## src/design/vertex_normal_accumulator_top_macros.svh

```systemverilog
// Assertion macros shared by the vertex normal accumulator RTL.
`ifndef VERTEX_NORMAL_ACCUMULATOR_TOP_MACROS_SVH
`define VERTEX_NORMAL_ACCUMULATOR_TOP_MACROS_SVH

// Same-cycle implication, checked on every rising edge outside reset.
`define VNA_ASSERT_IMP(label, ante, cons, msg) \
    label: assert property (@(posedge i_clk) disable iff (!i_rst_n) (ante) |-> (cons)) \
        else $error(msg);

// Next-cycle implication, checked on every rising edge outside reset.
`define VNA_ASSERT_NXT(label, ante, cons, msg) \
    label: assert property (@(posedge i_clk) disable iff (!i_rst_n) (ante) |=> (cons)) \
        else $error(msg);

`endif

```

## src/design/vna_pkg.sv

```systemverilog
// Shared widths and types of the vertex normal accumulator.
`default_nettype none
package vna_pkg;
    localparam int COORD_W    = 24;
    localparam int SUM_W      = 32;
    localparam int EDGE_SHIFT = (COORD_W > 30) ? COORD_W - 30 : 0;
    localparam int EDGE_W     = COORD_W + 1 - EDGE_SHIFT;
    localparam int CROSS_W    = 2 * EDGE_W + 1;
    localparam int VEC_W      = (CROSS_W > SUM_W) ? CROSS_W : SUM_W;
    localparam int MAG_W      = (VEC_W > 32) ? VEC_W : 32;
    localparam int NRM_W      = 16;
    localparam int IN_DATA_W  = ((9 * COORD_W + 7) / 8) * 8;
    localparam int OUT_DATA_W = 3 * NRM_W;

    typedef logic signed [VEC_W-1:0] t_vec;

    typedef struct packed {
        logic done;
        logic zero;
    } t_unit_stat;
endpackage
`default_nettype wire

```

## src/design/vna_unit.sv

```systemverilog
// Iterative unit that scales a signed 3-vector to a Q1.15 unit vector.
`default_nettype none
module vna_unit (
    input  logic                 i_clk,
    input  logic                 i_rst_n,
    input  logic                 i_start,
    input  vna_pkg::t_vec [2:0]  i_vec,
    output vna_pkg::t_unit_stat  o_stat,
    output logic signed [15:0]   o_q [3]
);
    import vna_pkg::*;

    localparam logic [2:0] S_IDLE  = 3'd0;
    localparam logic [2:0] S_SHIFT = 3'd1;
    localparam logic [2:0] S_SQ    = 3'd2;
    localparam logic [2:0] S_SQRT  = 3'd3;
    localparam logic [2:0] S_DIV   = 3'd4;

    logic [2:0]        r_state;
    logic [2:0]        r_neg;
    logic [MAG_W-1:0]  r_m [3];
    logic [2:0]        r_k;
    logic [61:0]       r_prod;
    logic [63:0]       r_s;
    logic [63:0]       r_rad;
    logic [63:0]       r_res;
    logic [63:0]       r_bit;
    logic [4:0]        r_step;
    logic [1:0]        r_ci;
    logic [32:0]       r_rem;
    logic [15:0]       r_nlo;
    logic [15:0]       r_quo;
    logic signed [15:0] r_q [3];
    logic              r_zero;
    logic              r_done;

    logic              w_big;
    logic [30:0]       w_sq_op;
    logic [30:0]       w_div_m;
    logic [63:0]       w_trial;
    logic [31:0]       w_len;
    logic [47:0]       w_num;
    logic [32:0]       w_sh;
    logic [15:0]       w_sat;

    assign w_big = (|r_m[0][MAG_W-1:31]) | (|r_m[1][MAG_W-1:31]) | (|r_m[2][MAG_W-1:31]);

    always_comb begin
        case (r_k)
            3'd0:    w_sq_op = r_m[0][30:0];
            3'd1:    w_sq_op = r_m[1][30:0];
            default: w_sq_op = r_m[2][30:0];
        endcase
        case (r_ci)
            2'd0:    w_div_m = r_m[0][30:0];
            2'd1:    w_div_m = r_m[1][30:0];
            default: w_div_m = r_m[2][30:0];
        endcase
    end

    assign w_trial = r_res + r_bit;
    assign w_len   = r_res[31:0];
    // Rounded numerator m * 2^15 + len / 2.
    assign w_num   = {2'b00, w_div_m, 15'd0} + {17'd0, w_len[31:1]};
    assign w_sh    = {r_rem[31:0], r_nlo[15]};
    assign w_sat   = (r_quo > 16'd32767) ? 16'd32767 : r_quo;

    always_ff @(posedge i_clk) begin
        if (!i_rst_n) begin
            r_state <= S_IDLE;
            r_done  <= 1'b0;
        end else begin
            r_done <= 1'b0;
            case (r_state)
                S_IDLE: begin
                    if (i_start) begin
                        for (int i = 0; i < 3; i++) begin
                            r_neg[i] <= i_vec[i][VEC_W-1];
                            r_m[i]   <= MAG_W'(i_vec[i][VEC_W-1] ?
                                        $unsigned(-i_vec[i]) : $unsigned(i_vec[i]));
                        end
                        r_state <= S_SHIFT;
                    end
                end
                S_SHIFT: begin
                    if (w_big) begin
                        for (int i = 0; i < 3; i++) begin
                            r_m[i] <= r_m[i] >> 1;
                        end
                    end else begin
                        r_k     <= 3'd0;
                        r_s     <= 64'd0;
                        r_state <= S_SQ;
                    end
                end
                S_SQ: begin
                    r_prod <= w_sq_op * w_sq_op;
                    if (r_k != 3'd0) begin
                        r_s <= r_s + {2'b00, r_prod};
                    end
                    r_k <= r_k + 3'd1;
                    if (r_k == 3'd4) begin
                        r_rad   <= r_s;
                        r_res   <= 64'd0;
                        r_bit   <= 64'd1 << 62;
                        r_step  <= 5'd0;
                        r_state <= S_SQRT;
                    end
                end
                S_SQRT: begin
                    if (r_rad >= w_trial) begin
                        r_rad <= r_rad - w_trial;
                        r_res <= (r_res >> 1) + r_bit;
                    end else begin
                        r_res <= r_res >> 1;
                    end
                    r_bit  <= r_bit >> 2;
                    r_step <= r_step + 5'd1;
                    if (r_step == 5'd31) begin
                        r_ci    <= 2'd0;
                        r_step  <= 5'd0;
                        r_state <= S_DIV;
                    end
                end
                S_DIV: begin
                    if (w_len == 32'd0) begin
                        for (int i = 0; i < 3; i++) begin
                            r_q[i] <= 16'sd0;
                        end
                        r_zero  <= 1'b1;
                        r_done  <= 1'b1;
                        r_state <= S_IDLE;
                    end else if (r_step == 5'd0) begin
                        // The quotient stays below 2^16, so the top bits already sit below len.
                        r_rem  <= {1'b0, w_num[47:16]};
                        r_nlo  <= w_num[15:0];
                        r_quo  <= 16'd0;
                        r_step <= 5'd1;
                    end else if (r_step != 5'd17) begin
                        if (w_sh >= {1'b0, w_len}) begin
                            r_rem <= w_sh - {1'b0, w_len};
                            r_quo <= {r_quo[14:0], 1'b1};
                        end else begin
                            r_rem <= w_sh;
                            r_quo <= {r_quo[14:0], 1'b0};
                        end
                        r_nlo  <= {r_nlo[14:0], 1'b0};
                        r_step <= r_step + 5'd1;
                    end else begin
                        r_q[r_ci] <= r_neg[r_ci] ? -$signed(w_sat) : $signed(w_sat);
                        r_step    <= 5'd0;
                        r_ci      <= r_ci + 2'd1;
                        if (r_ci == 2'd2) begin
                            r_zero  <= 1'b0;
                            r_done  <= 1'b1;
                            r_state <= S_IDLE;
                        end
                    end
                end
                default: r_state <= S_IDLE;
            endcase
        end
    end

    assign o_stat.done = r_done;
    assign o_stat.zero = r_zero;
    assign o_q         = r_q;
endmodule
`default_nettype wire

```

## config.mk

```make
export PLATFORM = sky130hd
export DESIGN_NAME = vna_unit
export DESIGN_NICKNAME = d
export VERILOG_FILES = /design/src/design/vertex_normal_accumulator_top_macros.svh /design/src/design/vna_pkg.sv /design/src/design/vna_unit.sv
export SDC_FILE = /design/constraint.sdc
export NUM_CORES = 2
export LEC_CHECK = 0
export BUFFER_PORTS_ARGS = -buffer_cell sky130_fd_sc_hd__buf_2
export CORE_MARGIN = 1
export CORE_UTILIZATION = 30
export DETAILED_ROUTE_END_ITERATION = 10
export PLACE_DENSITY_LB_ADDON = 0.08
export SYNTH_ARGS = -nofsm -noshare
export SYNTH_HDL_FRONTEND = slang
export SYNTH_SLANG_ARGS = --single-unit
export TNS_END_PERCENT = 1
```

## constraint.sdc

```tcl
create_clock -name i_clk -period 33.1 [get_ports i_clk]
set_input_delay 3.31 -clock i_clk [delete_from_list [all_inputs] [get_ports i_clk]]
set_output_delay 3.31 -clock i_clk [all_outputs]
set_load 0.01 [all_outputs]
```

### After elaboration in Yosys (flattened, before gate mapping)

Memory sizes are Yosys's and may differ from the RTL's.
Index checks and enable logic that the tools add are counted.
Widths: inputs -> output; s select.

* bits in writable memories: 153
* latch bits: 0
* memories: 1
* memory bits (read-only): 0
* output and inout bits: 50
* bits of input ports: 156
* logic and storage cells: 171
* register bits: 448

Memories
* r_m: depth 3, width 51, read ports 3, clocked after Yosys merged registers in 0, wr ports 3, RTL line vna_unit.sv:21 `logic [MAG_W-1:0] r_m [3];`

* divide/modulo/power cells: 0
* $lt $le $gt $ge: 6
* muxes and demuxes: 72
* bitwise operators: 7
* equal/unequal tests: 24
* multiply operators: 1
* shifts and indexed selects: 0
* reduce and logical (&&, ||, !) cells: 29
* $add $sub $neg: 13

Operator list (count)
* $pmux 64 s2: 4
* $mux 64: 7
* $mux 51: 6
* $neg 51->51: 3
* $pmux 31 s2: 2
* $mux 16: 6
* $mux 32: 3
* $mux 48: 2
* $add 63x64->64: 1
* $add 64x62->64: 1
* $add 64x64->64: 1
* $ge 64x64->1: 1
* $sub 64x64->64: 1
* $mul 31x31->62: 1
* $reduce_or 20->1: 3
* $bwmux 48: 1
* $add 46x31->47: 1
* $ge 33x32->1: 1
* $demux 16 s2: 1
* $logic_not 32->1: 1
* $sub 32x32->32: 1
* $mux 3: 9
* $mux 5: 5
* $ne 2x2->1 const B: 11
* other kinds (38): 79

### Longest topological paths before layout

An unclocked memory read counts as a cell.

* depth after elaboration: 9
* depth in mapped cells: 36
* gate-level depth less buffers: 33

### Least setup slack after synthesis

No wires, ideal clock.

* kind: input-to-reg
* start point: in i_rst_n
* end point: reg r_rad[0] (enable)
* setup time: 583 ps
* cell stages on the path: 4
* data arrival time: 12523 ps
* buffers on the path: 1
* data required time: 32517 ps
* path slack: 19994 ps
* cell sequence: clkbuf_1 nand2_1 nor2_1 a21boi_0

* longest elaborated chain between the ends: 1

Ends and longest elaborated chain
* start, declared: RTL line vna_unit.sv:5 `input logic i_rst_n,`
* $reduce_and 4->1 (no line)
* end signal, assigned: RTL line vna_unit.sv:103 `r_rad <= r_s;`
* end signal, assigned: RTL line vna_unit.sv:112 `r_rad <= r_rad - w_trial;`
* end, declared: RTL line vna_unit.sv:25 `logic [63:0] r_rad;`

No other way between the ends.
A chain may end at the register's enable or synchronous reset.

### Worst setup path in the final report

* start point: reg r_k[1]
* end point: reg r_prod[59], data pin

* longest elaborated chain between the ends: 3
* elaborated cells on any way between the ends: 4
* classes of those cells: mul (1); eq/ne (1); mux (1); reduce/logical (1)

Ends and longest elaborated chain
* start, declared: RTL line vna_unit.sv:22 `logic [2:0] r_k;`
* start signal, assigned: RTL line vna_unit.sv:101 `r_k <= r_k + 3'd1;`
* $eq 3x1->1 or $logic_not 3->1 (tied branches): RTL line vna_unit.sv:49 `case (r_k)`
* $pmux 31 s2 *: RTL line vna_unit.sv:49
* $mul 31x31->62 *: RTL line vna_unit.sv:97 `r_prod <= w_sq_op * w_sq_op;`
* end signal, assigned: RTL line vna_unit.sv:97
* end, declared: RTL line vna_unit.sv:23 `logic [61:0] r_prod;`

Mark *: on every way between the ends. The rest lies on a longest branch, timed or not.

==> reports/qor.yml <==
status: "completed"
clkTransAtPathRegs_ns: 0.06
die_h_um: 480.2
wl_met1_um: 121400
ant_nets: 0
cp.required_ns: 33.52
dr_wl_met2_um: 116100
synth_xor_area_share_pct: 6.115
cts_buffer_depth: 3
clock_skew_ns: 0.05867
rsz0062_at_grt: "false"
ys_top_cells_by_count: "inv_1, nand2_1, fa_1, nor2_1, edfxtp_1"
rrSetupSlack_ns: 22.26
tightestPinTransition_ns: 1.313
crit_arrival_ns: 11.27
hold_start: "r_nlo[11]$_DFFE_PP_"
yosys-mux-area-fraction_pct: 0.6565
holdPathStages: 2
place_congestion: 0.8657
top_layer: "met4"
grt.total_usage_pct: 21.60
grt_pass1_vias: 56080
drc: 0
cts_buffers: 77
timing_hold_violations_final: 0
clkLatencyLatePin_ns: 0.70
num_vias: 54750
async_flop_share_pct: 0
die_width_um: 480.2
synthSimpleGateAreaFrac_pct: 14.27
maxCapViolCount: 0
grt_overflow: 0
rows: 175
whs_endpoint: "r_nlo[12]$_DFFE_PP_"
crit_top_cell: "fa_1"
clock-sinks: 568
port_buffers: 205
hpwl_um: 196700
synthFlopType: "edfxtp_1"
holdBufCountCts: 0
fin_crit_ns: 10.84
grt_first_pass_wirelength_um: 374300
wl_per_cell_um: 23.32
r2r.worst_path.cells: 30
synth_fp_nets: 9018
route.met3.wl_um: 8564
worstPathMaxFanout: 31
wl_um: 250300
antenna_found_initial: 10
netlist.area_leader.share_pct: 24.68
htree_num_levels: 3
netlist_instances: 7594
area_growth_pct: 10.35
ctsResizeCount: 0
synth-compound-area-share_pct: 15.25
fin_tns_setup_ns: 0
synth-edff-count: 564
synthDistinctLibCells: 85
start_util_pct: 30.19
synth_largest_area_cell: "edfxtp_1"
finalMaxSlewViolations: 0
max_freq_ghz: 0.09223
nNetsFinal: 9078
netlist_top_cells_area: "edfxtp_1, fa_1, ha_1"
final_layout_size_suffix_gt1_share_pct: 6.607
synth_top_family_by_area: "adder cells"
yosysMostFrequentCell: "inv_1"
critPathMaxStageDelay_ns: 0.84
drt_first_pass_iters: 5
cp_slowest_cell: "clkinv_1"
post-cts-setup-buffers: 0
cp-end-kind: "register"
synthesis.area_mm2: 0.06861
hold-worst-slack_ns: 0.5060
die_area_mm2: 0.2306
cts_tree: "built"
grt_start_max_net_pins: 122
ys_ff_latch: 568
routed_via_density: 5.101
setup_viol: 0
rr_endpoint: "r_prod[59]$_DFFE_PP_"
core_area_mm2: 0.2273
cts-root-buf: "clkbuf_16"
worstSetupPathType: "reg2reg"
avgSynthCellArea_um2: 9.035
min_path_type: "reg2reg"
seq_area_frac_synth_pct: 24.80
fin_util_pct: 33.31
yosysWarnings: 0
io_pins: 206
synth_fa_ha_area_share_pct: 31.34
r2r_start: "r_k[1]$_SDFFCE_PN0P_"
drt_first_iter_violations: 3783
startpoint: "r_k[1]$_SDFFCE_PN0P_"
period_share_pct: 32.76
slew_headroom_pct: 12.26
worst_setup_path_start_kind: "register"
==> how the worst max path moves through the flow <==
stage / to / slack [ns] / cells past startpoint
after floorplan: r_rad[0]$_DFFE_PP_ / 19.99 / 4
after global placement: r_prod[59]$_DFFE_PP_ / 22.40 / 30
after detailed placement: r_prod[59]$_DFFE_PP_ / 22.27 / 30
after CTS: r_prod[59]$_DFFE_PP_ / 22.21 / 30
after global routing: r_prod[59]$_DFFE_PP_ / 21.75 / 30
final: r_prod[59]$_DFFE_PP_ / 22.26 / 30
==> kinds of logic (layout without fill, tap and decap cells) <==
| logic type | Yosys count | count (layout) |
|---|---|---|
| adders and majority gates | 1268 | 1268 |
| other | 0 | 4 |
| muxes | 44 | 44 |
| DFF | 568 | 568 |
| AOI/OAI and AO/OA | 1658 | 1658 |
| buffers and inverters | 1382 | 1507 |
| xor gates and xnor gates | 479 | 479 |
| and+or+nand+nor | 2195 | 2195 |
==> cell usage in the layout, fill, tap and decap left out, drive strengths merged, types with 78 or more instances in the layout <==
cell	count
xor2	269
nand3	91
ha	517
and3	78
buf	297
a21o	154
a21oi	402
o21ai	469
inv	1065
a211oi	100
xnor2	210
fa	751
nor2	677
nand2	882
edfxtp	564
clkbuf	93
==> worst max-delay path, delay by kind of cell (launching register included) <==
kind | cells | cell delay, ns
fa+ha+maj | 10 | 4.56
compound gates | 10 | 2.83
buf+inv | 6 | 1.78
simple gates | 3 | 0.73
flops | 1 | 0.45
xor+xnor | 1 | 0.19
==> per-layer routing <==
layer	vias to the layer above	track usage, %
met5	-	0
met3	191	1.928
met4	0	3.688
met1	27620	31.17
li1	25900	-
met2	1035	35.35
==> cell type report <==
class	count	area [µm²]
multi-input cells	5644	46560
clock buffers	93	2018
flip-flops and latches	568	17020
inverters	1066	4006
clock inverters	51	620.6
well taps	3009	3765
diodes	4	10.01
fillers	23810	151600
repair buffers	297	1717
==> flip-flops by register name (all words and copies together) (netlist names) <==
signal and cells:
o_q 48, r_bit 32, r_ci 2, r_done 1, r_k 3, r_m 153
r_neg 3, r_nlo 16, r_prod 61, r_quo 16, r_rad 64, r_rem 32
r_res 64, r_s 64, r_state 3, r_step 5, r_zero 1
==> metrics by stage <==
stage                     area (µm²)  setup slack (ns)  instances
after CTS                      75700             22.21      10730
final                          75710             22.26      10730
after global placement         73060             22.40      10580
after detailed placement       73060             22.27      10580
after global routing           75700             21.75      10730
after floorplan                68610             19.99       7594
Power is not shown: default switching activity piles up to over one toggle a cycle in this logic, so the estimate is an artifact.
